## src/design/theng_ram.sv

```systemverilog
// Generic single-write, single-read RAM with registered read data.
// No dependencies.
module theng_ram #(
   parameter int WIDTH = 8,
   parameter int DEPTH = 16
) (
   input  logic                     clock,
   input  logic                     wr_en,
   input  logic [$clog2(DEPTH)-1:0] wr_addr,
   input  logic [WIDTH-1:0]         wr_data,
   input  logic [$clog2(DEPTH)-1:0] rd_addr,
   output logic [WIDTH-1:0]         rd_data
);

   logic [WIDTH-1:0] mem_ff [DEPTH];
   logic [WIDTH-1:0] rd_data_ff;

   // Write one entry, read one entry a cycle
   always_ff @(posedge clock) begin
      if (wr_en) begin
         mem_ff[wr_addr] <= wr_data;
      end
      rd_data_ff <= mem_ff[rd_addr];
   end

   assign rd_data = rd_data_ff;

endmodule

```

## config.mk

```make
export PLATFORM = sky130hd
export DESIGN_NAME = theng_ram
export DESIGN_NICKNAME = d
export VERILOG_FILES = /design/src/design/theng_ram.sv
export SDC_FILE = /design/constraint.sdc
export NUM_CORES = 1
export LEC_CHECK = 0
export ABC_CLOCK_PERIOD_IN_PS = 3300
export BUFFER_PORTS_ARGS = -buffer_cell sky130_fd_sc_hd__buf_2
export CAP_MARGIN = 20
export CORE_MARGIN = 3
export CORE_UTILIZATION = 47
export CTS_CLUSTER_DIAMETER = 150
export DETAILED_ROUTE_END_ITERATION = 8
export GPL_ROUTABILITY_DRIVEN = 1
export PLACE_DENSITY_LB_ADDON = 0.15
export REMOVE_ABC_BUFFERS = 1
export SETUP_SLACK_MARGIN = 0.02
export SYNTH_ARGS = -nofsm -noshare
export SYNTH_HDL_FRONTEND = slang
export SYNTH_SLANG_ARGS = --single-unit
```

## constraint.sdc

```tcl
create_clock -name clock -period 3.3 [get_ports clock]
set_input_delay 0.33 -clock clock [delete_from_list [all_inputs] [get_ports clock]]
set_output_delay 0.33 -clock clock [all_outputs]
set_load 0.01 [all_outputs]
```

==> impl_metrics.yaml <==
route:
  ant_nets: 0
  dr.pass1.iters: 4
  vias_per_cell: 5.76
  wl_per_cell_um: 22.5
  vias: 2400
  route.detailed.drc: 0
  wirelength_um: 9380
  first_iter_violations: 154
critical_path:
  crit_family: "buffers and inverters"
  end_kind: "flop"
  critPathMaxStageDelay_ps: 570
  arrival_ps: 2040
  startpoint_type: "primary input"
  cp_max_fo: 20
  cp_cell_sequence: "buf_2 -> buf_12 -> mux4_1 -> a22oi_1 -> nand2_1"
  crit_buf_inv: 2
  required_ps: 3680
  slowest_stage: "buf_2"
  crit_type: "in2reg"
sta:
  slew_headroom: 0.305
  hold_viol: 0
  timing.fmax_mhz: 602
  finalCritPeriodShare: 0.504
  finalCriticalPeriod_ps: 1660
  holdWs_ps: 217
  rsz0062_at_grt: "false"
  worst_slew_pin_slew_ps: 1040
  slew_violations: 0
  setup_violations: 0
  setup_tns_ps: 0
  clock_skew_ps: 7.48
cts:
  clk_path_buf_depth: 2
  clk_pin_slew_ps: 60
  cts_setup_buffers: 0
  clk_latency_ps: 500
  cts_root_buf: "clkbuf_8"
  ctsHoldBuffers: 0
  cts_sinks: 136
  post_cts_resized: 0
  htree_levels: 4
  numCtsBuffers: 17
  cts_tree: "built"
yosys:
  synth.distinct_cells: 19
  synth.most_common_cell: "edfxtp_1"
  yosysSeqAreaShare: 0.778
  netlist_top_cells_count: "edfxtp_1, mux4_2, a22oi_1"
  synth_area_per_cell_um2: 22.5
  ys_top_cells_by_area: "edfxtp_1, mux4_2, mux4_1"
  synth_top_area_frac: 0.747
  ys_warn_count: 0
  synth_cells: 229
  synth-seq-cells: 136
  synth_ff_type: "edfxtp_1"
  async_reset_ff_frac: 0
  synthesis.area_um2: 5150
  yosys.area.top_type: "edfxtp_1"
  synth-edff-count: 128
final_layout:
  final_net_count: 286
  diodes: 0
  syn2layout_area_growth_pct: 16.5
  drive_above_1_share: 0.281
grt:
  grt_pass1_vias: 2527
  grt_antenna_before_repair: 0
  grt_pass1_wl_um: 14900
  grt_max_degree: 33
  grt_overflow: 0
  grt_usage: 0.165
hold_path:
  hold_path.class: "in2reg"
floorplan:
  die_y_um: 111
  rows: 37
  coreArea_um2: 10500
  num_io_pins: 26
  die_x_um: 111
  die-area_um2: 12200
  initial_core_util: 0.490
power_and_ir_drop:
  finalPower_uw: 3960
  p_leak_uw: 0.00200
  powerDensity_nw_per_um2: 660
  ir_drop_uv: 315
place:
  dp.final_hpwl_um: 5750
  routabilityCongestion: 0.728
  io_buffer_count: 25
run_status:
  status: "complete, no violations"
flow_run:
  drv_cap: 0
==> registers in the layout, summed over array words and instances (netlist names) <==
signal,flops
mem_ff,128
rd_data,8
==> metal layers <==
layer  track usage  wire length, µm  up-vias
met5             0                0        -
met4        0.0624              146        0
met3        0.0480              344       10
met2         0.246             4490       53
met1         0.232             4400     1279
li1              -                -     1058
==> final cells by class <==
type	count	area, µm²
clock buffer	18	418
multi-input combinational	83	1060
tap	136	170
clock inverter	14	174
sequential	136	4000
timing repair buffer	30	175
fill	770	4510
==> through the flow <==
stage | cells | setup WS (ps) | utilization | instance area [µm²]
floorplan | 219 | 1480 | - | 5060
global placement | 385 | 1120 | 0.514 | 5410
detailed placement | 385 | 1080 | 0.514 | 5410
CTS | 417 | 1610 | 0.571 | 6000
global route | 417 | 1560 | 0.571 | 6000
finish | 417 | 1640 | 0.571 | 6000
==> cells by family after synthesis <==
group | Yosys count | share of synthesized area
buf+inv | 10 | 0.0168
compound gates | 16 | 0.0233
mux | 32 | 0.150
flops | 136 | 0.778
simple gates | 35 | 0.0318
==> where the power goes <==
group          internal [µW]  switching (µW)  leakage [µW]  total [µW]
sequential              1930            8.88       0.00122        1940
clock                   1160             690      0.000280        1850
combinational           72.0             103      0.000501         175
total                   3160             802       0.00200        3960
==> path summary, 6_finish.rpt <==
kind / start / to / slack [ps] / depth (start not counted)
worst max-delay path: rd_addr[0] / rd_data[4]$_DFF_P_ / 1640 / 5
worst max register to register: mem_ff[3][7]$_DFFE_PP_ / rd_data[7]$_DFF_P_ / 1890 / 3
worst min-delay path: wr_data[6] / mem_ff[14][6]$_DFFE_PP_ / 220 / 1
worst min register to register: mem_ff[15][0]$_DFFE_PP_ / rd_data[0]$_DFF_P_ / 680 / 3
==> layout by cell type, fill, tap and decap left out, types with 2 or more instances in the layout <==
cell and count:
edfxtp_1 128, mux4_1 14, inv_6 3, buf_2 25
nand2_1 9, bufinv_16 3, clkinv_4 3, nand2b_1 2
a22oi_1 16, mux4_2 18, nor2_1 13, buf_4 4
nor3_1 4, dfxtp_1 8, clkinvlp_4 3, nand3b_1 2
clkbuf_16 16
No activity file was read; power rests on OpenSTA's default activity.
