--- src/design/theng_cmp.sv ---
// Shared compare unit of the timeout heap engine sequencer.
// Unsigned less-than and equality on two words. No dependencies.
module theng_cmp #(
   parameter int W = 42
) (
   input  logic [W-1:0] a,
   input  logic [W-1:0] b,
   output logic         lt,
   output logic         eq
);

   // Compare whole words
   assign lt = (a < b);
   assign eq = (a == b);

endmodule

--- config.mk ---
export PLATFORM = sky130hd
export DESIGN_NAME = theng_cmp
export DESIGN_NICKNAME = d
export VERILOG_FILES = /design/src/design/theng_cmp.sv
export SDC_FILE = /design/constraint.sdc
export NUM_CORES = 1
export LEC_CHECK = 0
export BUFFER_PORTS_ARGS = -buffer_cell sky130_fd_sc_hd__buf_2
export CORE_ASPECT_RATIO = 1.5
export CORE_UTILIZATION = 45
export DETAILED_ROUTE_END_ITERATION = 6
export MAX_ROUTING_LAYER = met4
export PLACE_DENSITY = 0.91
export SETUP_SLACK_MARGIN = 0.15
export SKIP_LAST_GASP = 1
export SYNTH_ARGS = -nofsm -noshare
export SYNTH_HDL_FRONTEND = slang
export SYNTH_SLANG_ARGS = --single-unit
--- constraint.sdc ---
create_clock -name vclk -period 3.6
set_input_delay 0.72 -clock vclk [all_inputs]
set_output_delay 0.72 -clock vclk [all_outputs]
set_load 0.005 [all_outputs]
==> results.json, run 1 <==
{
  "yosys_warnings": 0,
  "slew_violations": 0,
  "grt_setup_unrepaired": "no",
  "maxCapViolations": 0,
  "grt_pass1_vias": 1306,
  "p_total_uw": 152,
  "vias_per_cell": 5.13,
  "io_buffers": 86,
  "fmax_mhz": 320,
  "wirelength_mm": 2.60,
  "grt_pass1_wl_mm": 4.46,
  "cts-hold-fix-buffers": 0,
  "synth_area_leader_cell": "ha_1",
  "critical_path_arrival_ps": 2410,
  "core_area_mm2": 0.00223,
  "hp-class": "input port to output port",
  "dpl-instance-area_mm2": 0.00153,
  "whs_ps": 1920,
  "antenna_found_initial": 0,
  "fp.dieH_um": 61.8,
  "grt_max_degree": 4,
  "die_area_mm2": 0.00259,
  "synthToLayoutAreaGrowth_pct": 42.8,
  "startpoint_type": "input port",
  "crit_fanout": 3,
  "nets": 366,
  "finalHoldViolations": 0,
  "fin_crit_sh_pct": 86.9,
  "stdcell_count": 261,
  "worstMarginPinSlew_ps": 388,
  "synthCells": 152,
  "seqCellArea_um2": 0,
  "min_period_ps": 3130,
  "drc": 0,
  "timing.slew.headroom_pct": 73.9,
  "cts-resized-gates": 0,
  "initial_core_util_pct": 48.1,
  "dp_cells": 261,
  "grt.total_usage_pct": 21.6,
  "cp-end-kind": "output port",
  "status": "finished clean",
  "dr.pass1.iters": 4,
  "min_from": "a[41]",
  "p_leak_nw": 1.04,
  "required_ps": 2880,
  "grt.overflow.total": 0,
  "drt-initial-drc-count": 6,
  "hpwl_mm": 2.54,
  "holdPathStages": 6,
  "die_x_um": 41.9,
  "avgSynthCellArea_um2": 7.06,
  "critical_path_class": "input port to output port",
  "num_antenna_cells": 0,
  "drive_gt1_share_pct": 37.4,
  "ios": 86,
  "fin_area_mm2": 0.00153,
  "vdd_drop_max_v": 0.0000532,
  "detailroute.via_count": 1339,
  "avgRoutedWirePerCell_um": 9.97,
  "synth_fp_nets": 278,
  "n_clock_buffer": 0,
  "tns_ps": 0,
  "fillers": 203,
  "ant_nets": 0,
  "synth_area_mm2": 0.00107,
  "seq_cells": 0,
  "synth_top_area_share_pct": 49.0,
  "p_per_area_mw_per_mm2": 99.1,
  "ys_seq_area_share_pct": 0,
  "yosys-top-cells-area": "ha_1 49%, inv_1 16%, a21oi_1 7.5%",
  "post_cts_buffers": 0,
  "gp_congestion": 0.835,
  "setup_viol": 0,
  "num_rows": 21,
  "worstHoldEndpoint": "lt",
  "ys_types": 21
}
[placed cells by master, fill, tap and decap left out]
cell type,instances
or4_1,1
nand3_1,3
a21o_1,4
a221oi_1,1
a221oi_2,1
o31ai_1,1
or2_0,1
buf_2,86
a21boi_0,1
o21ai_0,7
nor4_1,3
o221a_1,1
or4_4,1
a21oi_1,16
nand2_1,9
a211oi_2,1
inv_1,46
nor2_1,3
nand4_1,8
o22ai_1,1
a211oi_1,1
ha_1,42
[worst max-delay path, stage by stage]
cell,delay (ps)
buf_2,80
inv_1,30
ha_1,300
nand4_1,150
or4_1,570
or2_0,220
o22ai_1,150
a211oi_2,60
buf_2,130
[how the worst max path moves through the flow]
stage	from	end	slack, ps	depth (start not counted)
3_5_place_dp	b[29]	lt	470	9
2_1_floorplan	b[33]	lt	810	7
5_1_grt	b[33]	lt	380	9
6_report	b[29]	lt	470	9
4_1_cts	b[29]	lt	470	9
3_3_place_gp	b[33]	lt	530	9
[cells in the mapped netlist]
library cell and number:
a21boi_0 1, nand3_1 3, a211oi_2 1, a21oi_1 16, o22ai_1 1, a221oi_1 1, nand4_1 8, a221oi_2 1
ha_1 42, o221a_1 1, nand2_1 9, o21ai_0 7, or2_0 1, inv_1 46, nor4_1 3, a211oi_1 1
nor2_1 3, a21o_1 4, or4_1 1, or4_4 1, o31ai_1 1
[final cells by class]
| type | instances | area, um^2 | area share (%) |
|---|---|---|---|
| inverter | 46 | 173 | 11.3 |
| tap | 23 | 28.8 | 1.88 |
| timing repair buffer | 86 | 430 | 28.1 |
| multi-input combinational | 106 | 901 | 58.8 |
[through the flow]
| step | utilization (%) | worst slack (ps) |
|---|---|---|
| after floorplan | - | 808 |
| after CTS | 68.6 | 472 |
| final | 68.6 | 473 |
| after detailed placement | 68.6 | 474 |
| after global routing | 68.6 | 376 |
| after global placement | 68.6 | 533 |
[power by group]
| part | internal [mW] | switching [mW] |
|---|---|---|
| clock | 0 | 0 |
| combinational | 0.0819 | 0.0700 |
| sequential | 0 | 0 |
[cells by family (layout without fill, tap and decap cells)]
logic type,after synthesis,count (layout),share of synthesized area [%]
buf+inv,46,132,16.1
compound gates,35,35,20.6
fa+ha+maj,42,42,49.0
simple gates,29,29,14.3
[layer usage]
metal,global-route usage [%],up-vias,wire [um],share of wire [%]
met3,0.289,6,156,6.0
met2,48.4,57,1470,57
met4,5.53,0,46,1.8
li1,-,704,-,-
met1,19.7,572,926,36
met5,-,-,0,0
Power figures use the tool's default switching activity.
==> inputs of run 2 (changes only) <==
--- a/config.mk
+++ b/config.mk
@@ -7,6 +7,7 @@
 export LEC_CHECK = 0
 export BUFFER_PORTS_ARGS = -buffer_cell sky130_fd_sc_hd__buf_2
 export CORE_ASPECT_RATIO = 1.5
+export CORE_MARGIN = 4
 export CORE_UTILIZATION = 45
 export DETAILED_ROUTE_END_ITERATION = 6
 export MAX_ROUTING_LAYER = met4
==> constraint.sdc (replaced) <==
create_clock -name vclk -period 3.6
set_input_delay 0 -clock vclk [all_inputs]
set_output_delay 0 -clock vclk [all_outputs]
set_load 0.005 [all_outputs]
==> results.json, run 2 (synthesized netlist as in run 1, its figures left out) <==
{
  "status": "finished clean",
  "critical_path_arrival_ps": 1650,
  "cp-end-kind": "output port",
  "p_per_area_mw_per_mm2": 98.1,
  "final_common_cell": "buf_2",
  "tns_ps": 0,
  "hpwl_mm": 2.73,
  "nets": 366,
  "wirelength_mm": 2.73,
  "fp.dieH_um": 67.8,
  "required_ps": 3600,
  "timing.slew.headroom_pct": 74.6,
  "cts-hold-fix-buffers": 0,
  "detailroute.via_count": 1329,
  "p_int_uw": 81.4,
  "worstMarginPinSlew_ps": 377,
  "io_buffers": 86,
  "seq_cells": 0,
  "min_period_ps": 1650,
  "cts-resized-gates": 0,
  "grt_pass1_vias": 1250,
  "grt.overflow.total": 0,
  "seqCellArea_um2": 0,
  "n_clock_buffer": 0,
  "hp-class": "input port to output port",
  "num_rows": 21,
  "critical_path_class": "input port to output port",
  "utilization_pct": 67.8,
  "maxCapViolations": 0,
  "setup_viol": 0,
  "synthToLayoutAreaGrowth_pct": 42.8,
  "ant_nets": 0,
  "power_frac_seq_pct": 0,
  "vias_per_cell": 5.09,
  "vdd_drop_max_v": 0.0000544,
  "drive_gt1_share_pct": 37.4,
  "grt_setup_unrepaired": "no",
  "dr.pass1.iters": 3,
  "antenna_found_initial": 0,
  "switching_power_uw": 68.9,
  "grt_max_degree": 4,
  "num_antenna_cells": 0,
  "slew_violations": 0,
  "die_area_mm2": 0.00325,
  "finalHoldViolations": 0,
  "post_cts_buffers": 0,
  "gp_congestion": 0.773,
  "grt.total_usage_pct": 16.9,
  "drt-initial-drc-count": 6,
  "swShare_pct": 45.8,
  "fin_crit_sh_pct": 45.7,
  "crit_fanout": 3,
  "startpoint_type": "input port",
  "die_x_um": 47.9,
  "fmax_mhz": 608,
  "core_area_mm2": 0.00226,
  "p_leak_nw": 1.04,
  "ios": 86,
  "p_clk_share_pct": 0,
  "avgRoutedWirePerCell_um": 10.5,
  "grt_pass1_wl_mm": 4.23,
  "combPwrFrac_pct": 100.0,
  "initial_core_util_pct": 47.5,
  "most-common-layout-cells": "86 x buf_2, 46 x inv_1, 42 x ha_1",
  "drc": 0
}
run 2: cell counts in the layout (fill, tap and decap cells not counted):
Identical to the previous run, type by type.
run 2: worst max-delay path, stage by stage:
cell	delay, ps
buf_2	80
inv_1	30
ha_1	300
nand4_1	140
or4_1	540
or2_0	210
o22ai_1	140
a211oi_2	60
buf_2	130
run 2: metal layers:
| metal | routed length (um) | GRT usage (%) | part of all wire [%] | up-vias |
|---|---|---|---|---|
| met4 | 0 | 0.673 | 0 | 0 |
| li1 | - | - | - | 700 |
| met2 | 1570 | 36.6 | 57 | 52 |
| met1 | 915 | 15.5 | 33 | 577 |
| met3 | 247 | 0.789 | 9.0 | 0 |
| met5 | 0 | - | 0 | - |
run 2: worst paths after layout:
kind,end,start,depth (start not counted)
hold / removal,lt,a[41],6
setup / recovery,lt,b[33],9
run 2: through the flow:
| step | instances | hold WS [ps] | power [mW] | area (um^2) | setup WS, ps |
|---|---|---|---|---|---|
| floorplan | 152 | 258 | 0.0861 | 1070 | 2250 |
| global placement | 261 | 503 | 0.148 | 1530 | 1970 |
| detailed placement | 261 | 515 | 0.153 | 1530 | 1940 |
| CTS | 261 | 508 | 0.154 | 1530 | 1940 |
| global route | 261 | 542 | 0.178 | 1530 | 1820 |
| finish | 261 | 493 | 0.150 | 1530 | 1950 |
run 2: area by class of cell:
cell class,instances,area (um^2)
Fill cell,202,727
Inverter,46,173
Multi-Input combinational cell,106,901
Tap cell,23,28.8
Timing Repair Buffer,86,430
run 2: power groups by stage:
stage / registers (mW) / clock network [mW] / logic (mW)
finish: 0 / 0 / 0.150
floorplan: 0 / 0 / 0.0861
global placement: 0 / 0 / 0.148
detailed placement: 0 / 0 / 0.153
global route: 0 / 0 / 0.178
CTS: 0 / 0 / 0.154
